**config.mk**
```make
export PLATFORM = sky130hd
export DESIGN_NAME = utf8_to_utf16_bmp_decoder_unit
export DESIGN_NICKNAME = d
export VERILOG_FILES = /design/src/hdl/u8u16_pkg.sv /design/src/hdl/u8u16_step.sv /design/src/hdl/utf8_to_utf16_bmp_decoder_unit.sv
export SDC_FILE = /design/constraint.sdc
export NUM_CORES = 1
export LEC_CHECK = 0
export BUFFER_PORTS_ARGS = -buffer_cell sky130_fd_sc_hd__buf_2
export CAP_MARGIN = 20
export CORE_MARGIN = 2
export CORE_UTILIZATION = 38
export CTS_CLUSTER_SIZE = 10
export DETAILED_ROUTE_END_ITERATION = 10
export PLACE_DENSITY = 0.66
export SYNTH_ARGS = -nofsm -noshare
export SYNTH_HDL_FRONTEND = slang
export SYNTH_SLANG_ARGS = --single-unit
```
**constraint.sdc**
```tcl
create_clock -name clk_i -period 3.7 [get_ports clk_i]
set_input_delay 0.74 -clock clk_i [delete_from_list [all_inputs] [get_ports clk_i]]
set_output_delay 0.74 -clock clk_i [all_outputs]
set_load 0.05 [all_outputs]
```
**src/hdl/u8u16_pkg.sv**
```systemverilog
// Shared types and constants for the UTF-8 to UTF-16 (BMP) decoder.
// No dependencies; used by the step logic, the top level and the checker.
package u8u16_pkg;

  localparam int unsigned ByteW   = 8;
  localparam int unsigned UnitW   = 16;
  localparam int unsigned CountW  = 16;
  localparam int unsigned PartW   = 10;

  localparam logic [CountW-1:0] MaxUnitsReset = 16'd1024;
  localparam logic [UnitW-1:0]  SurrLo        = 16'hD800;
  localparam logic [UnitW-1:0]  SurrHi        = 16'hDFFF;

  // Decode phase: how many continuation bytes are still owed.
  typedef enum logic [1:0] {
    PH_LEAD = 2'd0,
    PH_ONE  = 2'd1,
    PH_TWO  = 2'd2
  } phase_e;

  // Status codes reported on the end-of-string result.
  typedef enum logic [1:0] {
    ERR_NONE      = 2'd0,
    ERR_MALFORMED = 2'd1,
    ERR_SURROGATE = 2'd2,
    ERR_OVERFLOW  = 2'd3
  } err_e;

  typedef struct packed {
    phase_e             phase;
    logic [PartW-1:0]   partial;
    logic [CountW-1:0]  units;
    err_e               err;
  } dec_state_t;

  typedef struct packed {
    logic               valid;
    logic [UnitW-1:0]   code_unit;
    logic               unit_valid;
    logic               done_res;
    err_e               status;
    logic [CountW-1:0]  unit_count;
  } dec_result_t;

endpackage

```
**src/hdl/u8u16_step.sv**
```systemverilog
// Per-byte decode step: next string state and the optional result for one byte.
// Purely combinational; depends on u8u16_pkg.
module u8u16_step
  import u8u16_pkg::*;
(
  input  logic [ByteW-1:0]  byte_i,
  input  dec_state_t        state_i,
  input  logic [CountW-1:0] unit_limit_i,
  output dec_state_t        state_o,
  output dec_result_t       result_o
);

  logic [UnitW-1:0] cp;
  logic             is_cont;

  assign is_cont = (byte_i[7:6] == 2'b10);
  assign cp      = {state_i.partial, byte_i[5:0]};

  always_comb begin
    state_o  = state_i;
    result_o = '0;

    if (byte_i == '0) begin
      // Terminator: report and clear the string state.
      result_o.valid      = 1'b1;
      result_o.done_res   = 1'b1;
      result_o.unit_count = state_i.units;
      if (state_i.err == ERR_NONE && state_i.phase != PH_LEAD) begin
        result_o.status = ERR_MALFORMED;
      end else begin
        result_o.status = state_i.err;
      end
      state_o = '{phase: PH_LEAD, partial: '0, units: '0, err: ERR_NONE};
    end else if (state_i.err != ERR_NONE) begin
      // Swallow until the terminator.
      state_o = state_i;
    end else if (state_i.phase == PH_LEAD) begin
      if (state_i.units >= unit_limit_i) begin
        state_o.err = ERR_OVERFLOW;
      end else if (byte_i[7] == 1'b0) begin
        result_o.valid      = 1'b1;
        result_o.unit_valid = 1'b1;
        result_o.code_unit  = {8'd0, byte_i};
        state_o.units       = state_i.units + CountW'(1);
      end else if (byte_i[7:5] == 3'b110) begin
        state_o.partial = {5'd0, byte_i[4:0]};
        state_o.phase   = PH_ONE;
      end else if (byte_i[7:4] == 4'b1110) begin
        state_o.partial = {6'd0, byte_i[3:0]};
        state_o.phase   = PH_TWO;
      end else begin
        state_o.err = ERR_MALFORMED;
      end
    end else if (!is_cont) begin
      state_o.err     = ERR_MALFORMED;
      state_o.phase   = PH_LEAD;
      state_o.partial = '0;
    end else if (state_i.phase == PH_TWO) begin
      state_o.partial = cp[PartW-1:0];
      state_o.phase   = PH_ONE;
    end else begin
      state_o.phase   = PH_LEAD;
      state_o.partial = '0;
      if (cp >= SurrLo && cp <= SurrHi) begin
        state_o.err = ERR_SURROGATE;
      end else begin
        result_o.valid      = 1'b1;
        result_o.unit_valid = 1'b1;
        result_o.code_unit  = cp;
        state_o.units       = state_i.units + CountW'(1);
      end
    end
  end

endmodule

```
**src/hdl/utf8_to_utf16_bmp_decoder_unit.sv**
```systemverilog
// Top level of the UTF-8 to UTF-16 (BMP) stream decoder.
// Depends on u8u16_pkg and u8u16_step.
//
//   channel | direction | handshake                 | payload
//   --------+-----------+---------------------------+------------------------------
//   input   | in        | in_valid_i / in_stall_o   | byte_in_i
//   output  | out       | out_valid_o / out_stall_i | code_unit_o, unit_valid_o,
//           |           |                           | done_res_o, status_o, unit_count_o
//   config  | in        | cfg_valid_i / cfg_ready_o | cfg_unit_limit_i
//
// One byte per cycle sustained while the output does not stall, with no gap between
// back-to-back bytes. A byte waits in the input register, where the step logic
// decodes it, and its result is loaded into the result register as it advances.
// The string state advances as the byte leaves the input register. Reset clears
// the string state and loads the unit limit with 1024. A stalled output holds
// the result register; input stalls only while the input register is also full.
module utf8_to_utf16_bmp_decoder_unit
  import u8u16_pkg::*;
(
  input  logic              clk_i,
  input  logic              rst_ni,
  // byte input
  input  logic              in_valid_i,
  output logic              in_stall_o,
  input  logic [ByteW-1:0]  byte_in_i,
  // result output
  output logic              out_valid_o,
  input  logic              out_stall_i,
  output logic [UnitW-1:0]  code_unit_o,
  output logic              unit_valid_o,
  output logic              done_res_o,
  output logic [1:0]        status_o,
  output logic [CountW-1:0] unit_count_o,
  // configuration write
  input  logic              cfg_valid_i,
  output logic              cfg_ready_o,
  input  logic [CountW-1:0] cfg_unit_limit_i
);

  logic [CountW-1:0] unit_limit_q;

  logic              in_full_q;
  logic [ByteW-1:0]  byte_q;

  dec_state_t        state_q, state_d;
  dec_result_t       step_res;

  logic              res_valid_q;
  dec_result_t       res_q;

  logic              out_free;
  logic              advance;
  logic              in_xfer;

  // Result register can take a new entry when empty or being drained.
  assign out_free   = !res_valid_q || !out_stall_i;
  assign advance    = in_full_q && out_free;
  assign in_stall_o = in_full_q && !out_free;
  assign in_xfer    = in_valid_i && !in_stall_o;

  // The user must write registers only while idle; unenforced, ready is tied high.
  assign cfg_ready_o = 1'b1;

  u8u16_step u_step (
    .byte_i       (byte_q),
    .state_i      (state_q),
    .unit_limit_i (unit_limit_q),
    .state_o      (state_d),
    .result_o     (step_res)
  );

  always_ff @(posedge clk_i or negedge rst_ni) begin
    if (!rst_ni) begin
      unit_limit_q <= MaxUnitsReset;
      in_full_q    <= 1'b0;
      res_valid_q  <= 1'b0;
      state_q      <= '{phase: PH_LEAD, partial: '0, units: '0, err: ERR_NONE};
    end else begin
      if (cfg_valid_i && cfg_ready_o) begin
        unit_limit_q <= cfg_unit_limit_i;
      end
      // Input register: refill on transfer, empty when the byte advances.
      if (in_xfer) begin
        in_full_q <= 1'b1;
      end else if (advance) begin
        in_full_q <= 1'b0;
      end
      // Advance the string state with each decoded byte.
      if (advance) begin
        state_q <= state_d;
      end
      // Result register: load a result, or drop the drained one.
      if (advance) begin
        res_valid_q <= step_res.valid;
      end else if (!out_stall_i) begin
        res_valid_q <= 1'b0;
      end
    end
  end

  // Payload registers: no reset needed.
  always_ff @(posedge clk_i) begin
    if (in_xfer) begin
      byte_q <= byte_in_i;
    end
    if (advance && step_res.valid) begin
      res_q <= step_res;
    end
  end

  assign out_valid_o  = res_valid_q;
  assign code_unit_o  = res_q.code_unit;
  assign unit_valid_o = res_q.unit_valid;
  assign done_res_o   = res_q.done_res;
  assign status_o     = res_q.status;
  assign unit_count_o = res_q.unit_count;

endmodule

```
---- Word level (Yosys, flattened, before mapping) ----
Index checks and enable logic that the tools add are counted.
operators by class
  add/sub/neg operators ................... 1
  multiplexer cells ....................... 33
  bitwise logic cells ..................... 1
  reduce and logical (&&, ||, !) cells .... 23
  magnitude comparators ................... 3
  eq/ne operators ......................... 17
operators by type and width
  operator                                                                  number
  18-bit two-way mux                                                        8
  30-bit two-way mux                                                        3
  12-bit two-way mux                                                        4
  16-bit two-way mux                                                        3
  28-bit two-way mux                                                        1
  19-bit two-way mux                                                        1
  16-bit by 1-bit adder with 16-bit output (second input constant)          1
  16-bit greater-or-equal comparator                                        1
  16-bit greater-or-equal comparator (second input constant)                1
  16-bit <= comparator (second input constant)                              1
  4-bit by 3-bit inequality test with 1-bit output (second input constant)  4
  2-bit two-way mux                                                         7
  7-bit AND reduction                                                       2
  11-bit two-way mux                                                        1
  3-bit by 2-bit inequality test with 1-bit output (second input constant)  3
  8-bit zero test                                                           1
  4-bit inequality test (second input constant)                             2
  1-bit logical AND                                                         6
  3-bit by 1-bit inequality test with 1-bit output (second input constant)  2
  2-bit nonzero test                                                        3
  1-bit two-way mux                                                         5
  5-bit AND reduction                                                       1
  2-bit equality test (second input constant)                               2
  4-bit equality test (second input constant)                               1
  8 further kinds                                                           14
word-level totals
  output and inout port bits .............. 39
  input port bits ......................... 29
  logic and storage cells ................. 92
  bits in registers ....................... 92

---- Logic depth before layout (Yosys ltp) ----
Gate-level depths: netlist of run 1.
  depth after elaboration ................. 9
  mapped depth ............................ 10
  gate-level depth less buffers ........... 9

---- Cells and area by module ----
From an unflattened synthesis of run 1, not the netlist that was laid out.
second synthesis, totals
  cell total of the unflattened synthesis .. 417
  area total of the unflattened synthesis .. 4809.6 µm²
by module, submodules not included
  module                          seq. area each (µm²)  cells an instance  area each (µm²)  instances
  utf8_to_utf16_bmp_decoder_unit  2523.7                154                3145.5           1
  u8u16_step                      0.0                   263                1664.1           1

---- Least setup slack after synthesis of run 1 ----
OpenSTA, ideal clock, no wires.
  path type ............................... register -> register
  start ................................... register state_q[2] in the netlist's numbering
  end ..................................... register res_q (netlist bit code_unit_o[0]) (enable)
  required time ........................... 3309 ps
  setup slack ............................. 653 ps
  clock period less this slack ............ 3047 ps
  cell stages (with the launch flop) ...... 9
  buffers on the path ..................... 0
  arrival ................................. 2656 ps
  library setup time ...................... 391 ps
  cells stage by stage .................... dfrtp_1 > inv_1 > ha_1 > nand2b_1 > a2111o_1 > a32oi_2 > a31oi_1 > a21o_1 > inv_1
on the way
  cells in the longest elaborated chain, start to end .. 6
ends and longest elaborated chain
  what                                RTL line                               text
  from (decl)                         utf8_to_utf16_bmp_decoder_unit.sv:45   dec_state_t state_q, state_d;
  from (signal assigned)              utf8_to_utf16_bmp_decoder_unit.sv:77   state_q <= '{phase: PH_LEAD, partial: '0, units: '0, err: ERR_NONE};
  from (signal assigned)              utf8_to_utf16_bmp_decoder_unit.sv:90   state_q <= state_d;
  16-bit greater-or-equal comparator  u8u16_step.sv:38                       if (state_i.units >= unit_limit_i) begin
  18-bit two-way mux                  u8u16_step.sv:38
  18-bit two-way mux                  u8u16_step.sv:37                       end else if (state_i.phase == PH_LEAD) begin
  18-bit two-way mux                  u8u16_step.sv:34                       end else if (state_i.err != ERR_NONE) begin
  1-bit two-way mux                   u8u16_step.sv:23                       if (byte_i == '0) begin
  1-bit logical AND                   utf8_to_utf16_bmp_decoder_unit.sv:106  if (advance && step_res.valid) begin
  to (signal assigned)                utf8_to_utf16_bmp_decoder_unit.sv:107  res_q <= step_res;
  to (decl)                           utf8_to_utf16_bmp_decoder_unit.sv:49   dec_result_t res_q;
No other way between the ends.
A chain may end at the register's enable or synchronous reset.

---- Worst setup path in the final report of run 1 ----
  start ................................... register state_q[2] in the netlist's numbering
  end ..................................... register res_q (netlist bit code_unit_o[9]) (enable)
Same word-level chain as after synthesis.

==> impl_summary.txt, run 1 <==
----------------------------------------------------
[Run status]
  Status ... finished clean

[Critical path]
  Kind of critical path ... reg2reg
  Critical Path Fanout Max ... 28
  Required time at the worst-slack endpoint ... 3.77 ns
  CP endpoint kind ... flop
  Critical path arrival ... 3.20 ns
  Type of element launching the critical path ... flop

[Clock network]
  Cell at the root of the clock tree ... sky130_fd_sc_hd__clkbuf_8
  Clock tree from TritonCTS ... built
  Post CTS Setup Buffer Count ... 0
  Clock-pin slew on the worst setup and hold paths ... 0.09 ns
  Number of buffers inserted by hold repair at cts ... 0
  Clock latency reported for the late side of the worst-skew pair ... 0.37 ns
  Sinks on the clock net ... 92
  Resized cells post-CTS ... 0
  Number of clock buffers inserted by TritonCTS ... 9
  Number of H-tree branching levels ... 3
  Maximum buffer depth of the clock tree ... 2

[Power]
  Fraction of power spent switching nets ... 31.9%
  Sequential share of power ... 49.2%
  Clock network fraction of total power ... 28.1%
  Ratio of total power to cell area ... 532 nW/um2
  Leakage ... 2.21 nW
  Highest ir drop seen on vdd ... 206 uV
  Combinational share of power ... 22.7%
  Internal power contribution ... 0.00180 W
  Psw ... 0.000845 W

[Die]
  Standard cell core area ... 10,900 um2
  Initial Util ... 39.0%
  Number of rows created at floorplan ... 38
  Die Y-Extent ... 110 um
  Number of placed I/O pins ... 68
  Die extent in x ... 110 um
  Die outline area ... 12,000 um2

[Synth]
  Synthesized Nets ... 417
  Post-Syn Area ... 4250 um2
  #FFs+latches synth ... 92
  Synthesis Warnings ... 0
  Post-synth EDFFs ... 44
  Most used flip-flop cell after synthesis ... sky130_fd_sc_hd__dfrtp_1
  Number of instances in the synthesized netlist ... 371
  Register area share after synthesis ... 59.4%
  Number of distinct library cells after synthesis ... 48
  Async set or reset register ratio after synthesis ... 52.2%
  Post-synthesis area per instance ... 11.5 um2

[Hold path]
  Path class of the lowest-slack min-delay path ... in2async

[GRT]
  Via count of the first global-routing pass ... 2,864
  Global-route total usage across every layer ... 15.7%
  Remaining Overflow, GRT ... 0
  Antenna violations before repair ... 0
  Maximum number of pins on one net before global-route repair ... 49
  First-pass GRT wire length ... 14,400 um

[Timing]
  Setup tns final ... 0 ns
  Number of failing setup endpoints in the final timing report ... 0
  Unrepaired setup endpoints after global routing ... no
  Final worst path period need ... 3.12 ns
  Clock Skew ... 0.0111 ns
  Least-Margin Pin Slew ... 0.696 ns
  Slew margin rel. ... 53.2%
  Highest achievable clock rate ... 320 MHz
  Final cycle utilization of the critical path ... 84.5%
  Max Slew Vio Count ... 0
  Tightest hold margin ... 0.344 ns
  Number of hold violations in the final report ... 0

[Layout]
  Post-route core utilization ... 45.7%
  Area occupied by multi-input gates ... 1560 um2
  Sequential standard cell area ... 2520 um2
  Share of layout cells above drive strength 1 ... 22.1%
  Area Growth Syn to Fin ... 17.2%
  Number of antenna repair diodes ... 0
  Fill count ... 1,023
  Cell Count, Final, Fillers Out ... 584
  Number of nets at the end of the flow ... 485

[Place]
  HPWL Detailed ... 6430 um
  Port buffer count ... 66
  Routability congestion estimate from global placement ... 0.856
  Post-Place Cells ... 567

[Drt]
  Routed vias/inst ... 5.21
  Detail Route Antenna Nets ... 0
  Total number of vias ... 3,045
  Drt total wl ... 8690 um
  Post-detailed-route DRC marker count ... 0
  Drt initial violations ... 187
  Wire length per cell after detailed routing ... 14.9 um
  Number of detailed-route iterations in the first pass ... 5

[Flow run]
  Max-cap check violation count ... 0

----------------------------------------------------
[cell type report]
| cell class | instances | area share, % |
|---|---|---|
| clock buffers | 12 | 2.91 |
| clock inverters | 4 | 1.48 |
| inverters | 23 | 1.73 |
| multi-input cells | 239 | 31.3 |
| flip-flops and latches | 92 | 50.7 |
| well taps | 140 | 3.52 |
| repair buffers | 74 | 8.34 |
[power by group through the flow]
stage / Combinational (W) / Clock [W] / Sequential (W)
2_1_floorplan: 0.000339 / 0 / 0.00140
3_3_place_gp: 0.000580 / 0 / 0.00132
3_5_place_dp: 0.000597 / 0 / 0.00132
4_1_cts: 0.000602 / 0.000757 / 0.00130
5_1_grt: 0.000670 / 0.000795 / 0.00132
6_report: 0.000601 / 0.000744 / 0.00130
[layout by cell type (no fill, tap or decap), types with 6 or more instances in the layout]
cell	instances
sky130_fd_sc_hd__nor2_1	12
sky130_fd_sc_hd__a22o_1	9
sky130_fd_sc_hd__and2_1	23
sky130_fd_sc_hd__dfrtp_1	47
sky130_fd_sc_hd__inv_1	23
sky130_fd_sc_hd__nand3_1	10
sky130_fd_sc_hd__edfxtp_1	44
sky130_fd_sc_hd__o21ai_0	24
sky130_fd_sc_hd__o31ai_1	11
sky130_fd_sc_hd__a21oi_1	11
sky130_fd_sc_hd__clkbuf_8	10
sky130_fd_sc_hd__o311ai_0	12
sky130_fd_sc_hd__and3_1	13
sky130_fd_sc_hd__buf_2	66
sky130_fd_sc_hd__ha_1	17
sky130_fd_sc_hd__nand2_1	42
sky130_fd_sc_hd__buf_4	6
[registers in the layout (all words and copies together) (netlist names)]
signal,count
status_o,2
in_full_q,1
byte_q,8
unit_count_o,16
code_unit_o,16
out_valid_o,1
unit_valid_o,1
done_res_o,1
state_q,30
unit_limit_q,16
[kinds of logic (layout without fill, tap and decap cells)]
family,after synthesis,in the layout,synth area share [%]
fa+ha+maj,17,17,5.01
simple gates,131,131,16.4
buf+inv,40,113,3.86
compound gates,88,88,14.7
flops,92,92,59.4
other cells,1,1,0.0883
mux,2,2,0.501
[critical path: stages (launching register included)]
cell and delay [ns]:
sky130_fd_sc_hd__dfrtp_1 0.39, sky130_fd_sc_hd__inv_1 0.10, sky130_fd_sc_hd__ha_1 0.29, sky130_fd_sc_hd__nand2b_1 0.14, sky130_fd_sc_hd__a2111o_1 0.41, sky130_fd_sc_hd__a32oi_2 0.35, sky130_fd_sc_hd__a31oi_1 0.13, sky130_fd_sc_hd__buf_4 0.20
sky130_fd_sc_hd__a21o_1 0.21, sky130_fd_sc_hd__inv_1 0.35, sky130_fd_sc_hd__buf_12 0.25
[metrics by stage]
stage	total power [W]	worst slack [ns]	instance area, um2
2_1_floorplan	0.00174	0.653	4250
3_3_place_gp	0.00190	0.662	4740
3_5_place_dp	0.00192	0.581	4740
4_1_cts	0.00266	0.575	4960
5_1_grt	0.00279	0.416	4980
6_report	0.00265	0.575	4980
[synthesized netlist by cell type (4+ instances only)]
cell	count	area (um2)
sky130_fd_sc_hd__a21oi_1	11	55.1
sky130_fd_sc_hd__or2_2	4	25.0
sky130_fd_sc_hd__nand3_1	10	50.1
sky130_fd_sc_hd__edfxtp_1	44	1320
sky130_fd_sc_hd__nand4_1	5	31.3
sky130_fd_sc_hd__o21ai_0	24	120
sky130_fd_sc_hd__o211ai_1	5	37.5
sky130_fd_sc_hd__nor3_1	4	20.0
sky130_fd_sc_hd__and3_1	13	81.3
sky130_fd_sc_hd__nand2_1	42	158
sky130_fd_sc_hd__o311ai_0	12	105
sky130_fd_sc_hd__ha_1	17	213
sky130_fd_sc_hd__dfrtp_1	47	1180
sky130_fd_sc_hd__and2_1	23	144
sky130_fd_sc_hd__a22o_1	9	78.8
sky130_fd_sc_hd__clkbuf_1	13	48.8
sky130_fd_sc_hd__inv_1	23	86.3
sky130_fd_sc_hd__nor2_1	12	45.0
sky130_fd_sc_hd__o31ai_1	11	82.6
sky130_fd_sc_hd__nand2b_1	4	25.0
[routing by layer]
| layer | share of wire, % | GRT usage (%) | vias up | routed length (um) |
|---|---|---|---|---|
| met1 | 51 | 24.1 | 1436 | 4420 |
| met4 | 2.0 | 7.32 | 0 | 171 |
| met5 | 0 | 0 | - | 0 |
| li1 | - | - | 1504 | - |
| met3 | 5.0 | 3.38 | 13 | 437 |
| met2 | 42 | 20.8 | 92 | 3660 |
[final timing paths]
kind	startpoint	end	slack, ns	cells after the start
max	state_q[2]$_DFFE_PN0P_	code_unit_o[9]$_SDFFCE_PP0P_	0.58	10
min	rst_ni	state_q[16]$_DFFE_PN0P_	0.34	1
max reg2reg	state_q[2]$_DFFE_PN0P_	code_unit_o[9]$_SDFFCE_PP0P_	0.58	10
min reg2reg	state_q[17]$_DFFE_PN0P_	state_q[17]$_DFFE_PN0P_	0.51	1
max in group asynchronous	rst_ni	unit_limit_q[10]$_DFFE_PN1P_	2.75	2
min in group clk_i	state_q[17]$_DFFE_PN0P_	state_q[17]$_DFFE_PN0P_	0.51	1
Note: power is estimated with default switching activity, not from simulation.
==> run 2, diff against run 1 <==
==> constraint.sdc (replaced) <==
create_clock -name clk_i -period 2.89 [get_ports clk_i]
set_input_delay 0.578 -clock clk_i [delete_from_list [all_inputs] [get_ports clk_i]]
set_output_delay 0.578 -clock clk_i [all_outputs]
set_load 0.05 [all_outputs]
==> run 2 against run 1 <==
Combinational power increased by 34%. Global-route usage decreased by 0.19 points. Flip-flop and latch count unchanged. Routed wire length increased by 2.1%. Non-clock buffer count increased by 5. Sequential power increased by 28%. First-iteration DRC count decreased by 3.7%. Maximum frequency increased by 12%. Critical path type unchanged. Critical endpoint is now state_q[10]$_DFFE_PN0P_. Sequential share of layout area decreased by 0.34 points.
==> impl_summary.txt, run 2 (synthesis results as in run 1) <==
----------------------------------------------------
[Place]
  Port buffer count ... 66 (unchanged)
  Routability congestion estimate from global placement ... 0.834 (-2.6%)
  Post-Place Cells ... 572 (+0.88%)
  Minimum setup slack after placement ... 0.119 ns (-0.463 ns)
  HPWL Detailed ... 6530 um (+1.6%)

[Drt]
  Total length of routed met3 wires ... 525 um (+20%)
  Number of detailed-route iterations in the first pass ... 5 (unchanged)
  Wire length per cell after detailed routing ... 15.1 um (+1.2%)
  Drt total wl ... 8870 um (+2.1%)
  Detail Route Antenna Nets ... 0 (unchanged)
  Routed vias/inst ... 5.25 (+0.62%)
  Post-detailed-route DRC marker count ... 0 (unchanged)
  Total number of vias ... 3,090 (+1.5%)
  Wire length on met1 ... 4280 um (-3.1%)
  Highest Signal Layer ... met4
  Detailed route wirelength on metal2 ... 3900 um (+6.4%)
  Drt initial violations ... 180 (-3.7%)

[Run status]
  Status ... finished clean

[Clock network]
  Number of H-tree branching levels ... 3 (unchanged)
  Sinks on the clock net ... 92 (unchanged)
  Clock latency reported for the late side of the worst-skew pair ... 0.37 ns (about the same)
  Cell at the root of the clock tree ... sky130_fd_sc_hd__clkbuf_8
  Clock tree from TritonCTS ... built
  Number of clock buffers inserted by TritonCTS ... 9 (unchanged)
  Clock-pin slew on the worst setup and hold paths ... 0.08 ns (about the same)
  Maximum buffer depth of the clock tree ... 2 (unchanged)

[Critical path]
  Kind of critical path ... reg2reg
  Required time at the worst-slack endpoint ... 3.15 ns (-0.62 ns)
  Setup crit start ... state_q[2]$_DFFE_PN0P_
  CP endpoint kind ... flop
  Critical path arrival ... 3.05 ns (-0.15 ns)
  Type of element launching the critical path ... flop
  Critical Path Fanout Max ... 11 (-61%)
  Peak per-stage delay on the critical path ... 0.44 ns (+0.03 ns)
  CP max-delay cell ... sky130_fd_sc_hd__a2111o_1
  Startpoint of the worst register-to-register path ... state_q[2]$_DFFE_PN0P_
  Cell-by-cell listing of the critical path ... inv_1, ha_1, nand2b_1, a2111o_1, a32oi_4, a31oi_2, or3_4, buf_4, o41ai_1

[Die]
  Number of placed I/O pins ... 68 (unchanged)
  Initial Util ... 39.0% (unchanged)
  Die Y-Extent ... 110 um (unchanged)
  Number of rows created at floorplan ... 38 (unchanged)
  Die extent in x ... 110 um (unchanged)
  Die outline area ... 12,000 um2 (unchanged)
  Standard cell core area ... 10,900 um2 (unchanged)

[Power]
  Ratio of total power to cell area ... 645 nW/um2 (+21%)
  Highest ir drop seen on vdd ... 211 uV (+2.6%)
  Total power consumption of the routed design ... 0.00323 W (+22%)
  Sequential share of power ... 51.7% (+2.5 points)
  Clock network fraction of total power ... 23.4% (-4.7 points)
  Combinational share of power ... 24.9% (+2.2 points)
  Internal power contribution ... 0.00215 W (+19%)
  Leakage ... 2.19 nW (-0.66%)
  Fraction of power spent switching nets ... 33.5% (+1.6 points)
  Psw ... 0.00108 W (+28%)

[GRT]
  Via count of the first global-routing pass ... 2,877 (+0.45%)
  Global-route total usage across every layer ... 15.5% (-0.19 points)
  Antenna violations before repair ... 0 (unchanged)
  Remaining Overflow, GRT ... 0 (unchanged)
  First-pass GRT wire length ... 14,200 um (-1.1%)
  Maximum number of pins on one net before global-route repair ... 49 (unchanged)

[Timing]
  Number of hold violations in the final report ... 0 (unchanged)
  Max Slew Vio Count ... 0 (unchanged)
  Final worst path period need ... 2.80 ns (-0.329 ns)
  Post-layout worst setup margin ... 0.0941 ns (-0.481 ns)
  Number of failing setup endpoints in the final timing report ... 0 (unchanged)
  Highest achievable clock rate ... 358 MHz (+12%)
  Least-Margin Pin Slew ... 0.728 ns (+0.0321 ns)
  Slew margin rel. ... 50.9% (-2.3 points)
  Clock Skew ... 0.00823 ns (-0.00282 ns)
  Final cycle utilization of the critical path ... 96.7% (+12 points)

[Layout]
  Sequential standard cell area ... 2520 um2 (unchanged)
  Number of nets at the end of the flow ... 490 (+1.0%)
  Number of antenna repair diodes ... 0 (unchanged)
  Fill count ... 992 (-3.0%)
  Share of layout cells above drive strength 1 ... 23.6% (+1.5 points)
  Most common library cell in the layout ignoring fill and taps ... sky130_fd_sc_hd__buf_2
  Number of flip-flops under the largest register name ... 30 (unchanged)
  Cell Count, Final, Fillers Out ... 589 (+0.86%)
  Post-route core utilization ... 46.1% (+0.31 points)
  Most flop-heavy register ... state_q
  Area occupied by multi-input gates ... 1610 um2 (+3.0%)
  Area Growth Syn to Fin ... 18.0%
  Commonest cells after routing, fill and taps aside ... 66 x sky130_fd_sc_hd__buf_2, 47 x sky130_fd_sc_hd__dfrtp_1, 44 x sky130_fd_sc_hd__edfxtp_1

[Flow run]
  Max-cap check violation count ... 0 (unchanged)

[Hold path]
  Path class of the lowest-slack min-delay path ... in2async

----------------------------------------------------
-- run 2: cell count changes in the layout (fill, tap and decap cells not counted), sizes merged --
| cell | previous run | this run |
|---|---|---|
| inv | 23 | 22 |
| clkbuf | 12 | 14 |
| clkinv | 2 | 1 |
| clkinvlp | 0 | 2 |
| buf | 74 | 79 |
| bufinv | 2 | 0 |
-- run 2: layout make-up --
| cell class | instances | share of cell area (%) |
|---|---|---|
| Sequential cell | 92 | 50.3 |
| Clock buffer | 14 | 3.04 |
| Tap cell | 140 | 3.49 |
| Clock inverter | 2 | 0.250 |
| Inverter | 23 | 1.80 |
| Multi-Input combinational cell | 239 | 32.1 |
| Timing Repair Buffer | 79 | 9.03 |
-- run 2: per-stage QoR --
step	area (um2)	setup TNS, ns	hold slack (ns)
after floorplan	4250	0	0.282
after global placement	4780	0	0.490
after detailed placement	4780	0	0.496
after CTS	4950	0	0.372
after global routing	5010	-0.0167	0.0316
final	5010	0	0.0368
-- run 2: timing repair --
action / in CTS / in global routing
endpoints found under the setup margin: 0 / 13
hold buffers: 0 / 0
endpoints found under the hold margin: 0 / 0
resized for setup: 0 / 6
setup buffers: 0 / 0
-- run 2: power groups by stage --
stage	clock (W)	sequential (W)	combinational (W)
final	0.000758	0.00167	0.000804
after global routing	0.000821	0.00169	0.000889
after CTS	0.000781	0.00167	0.000791
after detailed placement	0	0.00170	0.000787
after global placement	0	0.00169	0.000768
after floorplan	0	0.00179	0.000436
-- run 2: path summary, 6_finish.rpt --
path,end,slack (ns),cells past startpoint
worst max-delay path,state_q[10]$_DFFE_PN0P_,0.09,9
min in group clk_i,byte_q[6]$_DFFE_PP_,0.38,1
worst min-delay path,state_q[9]$_DFFE_PN0P_,0.04,1
max in group asynchronous,unit_limit_q[10]$_DFFE_PN1P_,2.32,2
worst min register to register,state_q[22]$_DFFE_PN0P_,0.52,1
worst max register to register,state_q[10]$_DFFE_PN0P_,0.09,9
-- run 2: worst max-delay path: cells and delay by family, from the launching register on --
kind,cells,cell delay (ns)
buffers and inverters,2,0.28
AOI/OAI and AO/OA,4,1.19
DFF,1,0.39
adders and majority gates,1,0.29
and+or+nand+nor,2,0.53
-- run 2: routing by layer --
metal / track usage [%] / vias up
met5: 0 / -
met4: 6.60 / 0
met3: 4.09 / 11
met2: 22.6 / 85
met1: 21.8 / 1487
li1: - / 1507
==> run 3, diff against run 2 <==
--- a/config.mk
+++ b/config.mk
@@ -7,11 +7,14 @@
 export LEC_CHECK = 0
 export BUFFER_PORTS_ARGS = -buffer_cell sky130_fd_sc_hd__buf_2
 export CAP_MARGIN = 20
-export CORE_MARGIN = 2
-export CORE_UTILIZATION = 38
+export CELL_PAD_IN_SITES_DETAIL_PLACEMENT = 1
+export CELL_PAD_IN_SITES_GLOBAL_PLACEMENT = 2
+export CORE_MARGIN = 5
+export CORE_UTILIZATION = 37
 export CTS_CLUSTER_SIZE = 10
 export DETAILED_ROUTE_END_ITERATION = 10
-export PLACE_DENSITY = 0.66
+export PLACE_DENSITY = 0.88
+export SLEW_MARGIN = 10
 export SYNTH_ARGS = -nofsm -noshare
 export SYNTH_HDL_FRONTEND = slang
 export SYNTH_SLANG_ARGS = --single-unit
==> run 3 against run 2 <==
Sequential power is essentially flat. Clock skew is essentially flat. First-iteration DRC count shrank 11%. Sequential share of layout area shrank 1.4 points. Worst setup slack gained 0.047 ns. Via count grew 2.2%. Maximum frequency grew 1.7%. Core utilization shrank 0.51 points. Non-clock buffer count grew 6. Global-route usage grew 0.58 points. Critical path type unchanged. Final cell count grew 1.5%.
==> impl_summary.txt, run 3 (synthesis results as in run 1) <==
----------------------------------------------------
[Run status]
  Status ... finished clean

[Critical path]
  Critical path arrival ... 2.84 ns (-0.21 ns)
  Cell-by-cell listing of the critical path ... ha_1, nand4_1, nor4_2, a32oi_4, a31oi_2, a21o_1, clkinvlp_4, buf_8
  CP endpoint kind ... flop
  Type of element launching the critical path ... flop
  Peak per-stage delay on the critical path ... 0.43 ns (about the same)
  Kind of critical path ... reg2reg
  Critical Path Fanout Max ... 29 (+18)
  Required time at the worst-slack endpoint ... 2.98 ns (-0.17 ns)
  WP buf/inv ... 2 (unchanged)
  CP max-delay cell ... sky130_fd_sc_hd__dfrtp_1
  Kind of cell adding the most delay to the critical path ... compound AO/OA/AOI/OAI gates

[GRT]
  Maximum number of pins on one net before global-route repair ... 32 (-35%)
  Via count of the first global-routing pass ... 3,438 (+19%)
  First-pass GRT wire length ... 17,000 um (+20%)
  Global-route total usage across every layer ... 16.1% (+0.58 points)
  Remaining Overflow, GRT ... 0 (unchanged)
  Antenna violations before repair ... 0 (unchanged)

[Drt]
  Routed vias/inst ... 5.28 (+0.69%)
  Post-detailed-route DRC marker count ... 0 (unchanged)
  Drt total wl ... 10,400 um (+17%)
  Drt initial violations ... 161 (-11%)
  Total number of vias ... 3,159 (+2.2%)
  Wire length per cell after detailed routing ... 17.3 um (+15%)
  Number of detailed-route iterations in the first pass ... 4 (-1)
  Detail Route Antenna Nets ... 0 (unchanged)

[Power]
  Leakage ... 2.28 nW (+3.8%)
  Total power consumption of the routed design ... 0.00368 W (+14%)
  Psw ... 0.00118 W (+9.0%)
  Internal power contribution ... 0.00250 W (+16%)
  Clock network fraction of total power ... 31.8% (+8.4 points)
  Fraction of power spent switching nets ... 32.1% (-1.4 points)
  Combinational share of power ... 23.2% (-1.7 points)
  Highest ir drop seen on vdd ... 349 uV (+65%)
  Ratio of total power to cell area ... 714 nW/um2 (+11%)
  Sequential share of power ... 45.0% (-6.7 points)

[Die]
  Die extent in x ... 117 um (+6.8%)
  Die outline area ... 13,700 um2 (+14%)
  Number of placed I/O pins ... 68 (unchanged)
  Standard cell core area ... 11,300 um2 (+4.0%)
  Number of rows created at floorplan ... 39 (+2.6%)
  Initial Util ... 37.5% (-1.5 points)
  Die Y-Extent ... 117 um (+6.8%)

[Layout]
  Number of nets at the end of the flow ... 496 (+1.2%)
  Total non-filler cell area in the finished layout ... 5160 um2 (+2.8%)
  Most flop-heavy register ... state_q
  Most common library cell in the layout ignoring fill and taps ... sky130_fd_sc_hd__buf_2
  Number of flip-flops under the largest register name ... 30 (unchanged)
  Number of antenna repair diodes ... 0 (unchanged)
  Post-route core utilization ... 45.5% (-0.51 points)
  Fill count ... 1,264 (+27%)
  Area Growth Syn to Fin ... 21.3%
  Share of layout cells above drive strength 1 ... 25.1% (+1.4 points)
  Commonest cells after routing, fill and taps aside ... 66 x sky130_fd_sc_hd__buf_2, 47 x sky130_fd_sc_hd__dfrtp_1, 44 x sky130_fd_sc_hd__edfxtp_1

[Clock network]
  Cell at the root of the clock tree ... sky130_fd_sc_hd__clkbuf_16
  Clock latency reported for the late side of the worst-skew pair ... 0.34 ns (-0.03 ns)
  Maximum buffer depth of the clock tree ... 2 (unchanged)
  Clock tree from TritonCTS ... built
  Number of clock buffers inserted by TritonCTS ... 9 (unchanged)
  Number of H-tree branching levels ... 3 (unchanged)
  Sinks on the clock net ... 92 (unchanged)
  Number of buffers inserted by hold repair at cts ... 0 (unchanged)
  Post CTS Setup Buffer Count ... 0 (unchanged)
  Clock-pin slew on the worst setup and hold paths ... 0.07 ns (about the same)

[Place]
  Post-Place Cell Area ... 4830 um2 (+0.92%)
  Routability congestion estimate from global placement ... 0.819 (-1.8%)
  Minimum setup slack after placement ... -0.0473 ns (-0.166 ns)
  HPWL Detailed ... 7670 um (+18%)
  Port buffer count ... 66 (unchanged)

[Flow run]
  Max-cap check violation count ... 0 (unchanged)

[Timing]
  Slew margin rel. ... 58.1% (+7.2 points)
  Number of failing setup endpoints in the final timing report ... 0 (unchanged)
  Final worst path period need ... 2.75 ns (-0.0474 ns)
  Number of hold violations in the final report ... 0 (unchanged)
  Least-Margin Pin Slew ... 0.622 ns (-0.107 ns)
  Post-layout worst setup margin ... 0.141 ns (+0.0474 ns)
  Clock Skew ... 0.00839 ns (+0.000166 ns)
  Highest achievable clock rate ... 364 MHz (+1.7%)
  Max Slew Vio Count ... 0 (unchanged)
  Final cycle utilization of the critical path ... 95.1% (-1.6 points)

[Hold path]
  Path class of the lowest-slack min-delay path ... in2async

----------------------------------------------------
run 3: final cells by class:
class | instances | area, um2 | area share, %
Sequential cell | 92 | 2520 | 48.9
Multi-Input combinational cell | 239 | 1590 | 30.8
Timing Repair Buffer | 85 | 480 | 9.32
Clock buffer | 9 | 225 | 4.37
Tap cell | 143 | 179 | 3.47
Inverter | 23 | 90.1 | 1.75
Clock inverter | 7 | 67.6 | 1.31
run 3: power groups by stage:
stage / Clock, W / Sequential [W] / Combinational, W
after global placement: 0 / 0.00167 / 0.000820
after floorplan: 0 / 0.00179 / 0.000436
after detailed placement: 0 / 0.00168 / 0.000846
final: 0.00117 / 0.00166 / 0.000854
after CTS: 0.00120 / 0.00166 / 0.000857
after global routing: 0.00126 / 0.00168 / 0.000947
run 3: path summary, 6_finish.rpt:
path	slack, ns	from	to	cells past startpoint
min in group clk_i	0.41	byte_in_i[5]	byte_q[5]$_DFFE_PP_	1
min reg2reg	0.52	unit_limit_q[0]$_DFFE_PN0P_	unit_limit_q[0]$_DFFE_PN0P_	1
min	0.23	rst_ni	state_q[11]$_DFFE_PN0P_	1
max in group asynchronous	1.86	rst_ni	unit_limit_q[10]$_DFFE_PN1P_	2
max reg2reg	0.14	state_q[15]$_DFFE_PN0P_	unit_count_o[12]$_SDFFCE_PN0P_	8
max	0.14	state_q[15]$_DFFE_PN0P_	unit_count_o[12]$_SDFFCE_PN0P_	8
run 3: layer usage:
metal | track usage (%) | share of wire [%] | vias up
met5 | 0 | 0 | -
met4 | 6.27 | 2.0 | 0
met3 | 3.44 | 3.4 | 17
met2 | 26.8 | 49 | 55
met1 | 20.5 | 45 | 1557
li1 | - | - | 1530
run 3: repair_timing:
item	CTS	global route
setup endpoints to repair	32	39
cloned	0	0
gates resized for setup	2	4
run 3: per-stage QoR:
step / hold WS (ns) / setup TNS [ns] / std cells
2_1_floorplan: 0.282 / 0 / 371
3_3_place_gp: 0.497 / 0 / 582
3_5_place_dp: 0.508 / -0.442 / 582
4_1_cts: 0.244 / 0 / 598
5_1_grt: 0.275 / -0.0516 / 598
6_report: 0.235 / 0 / 598
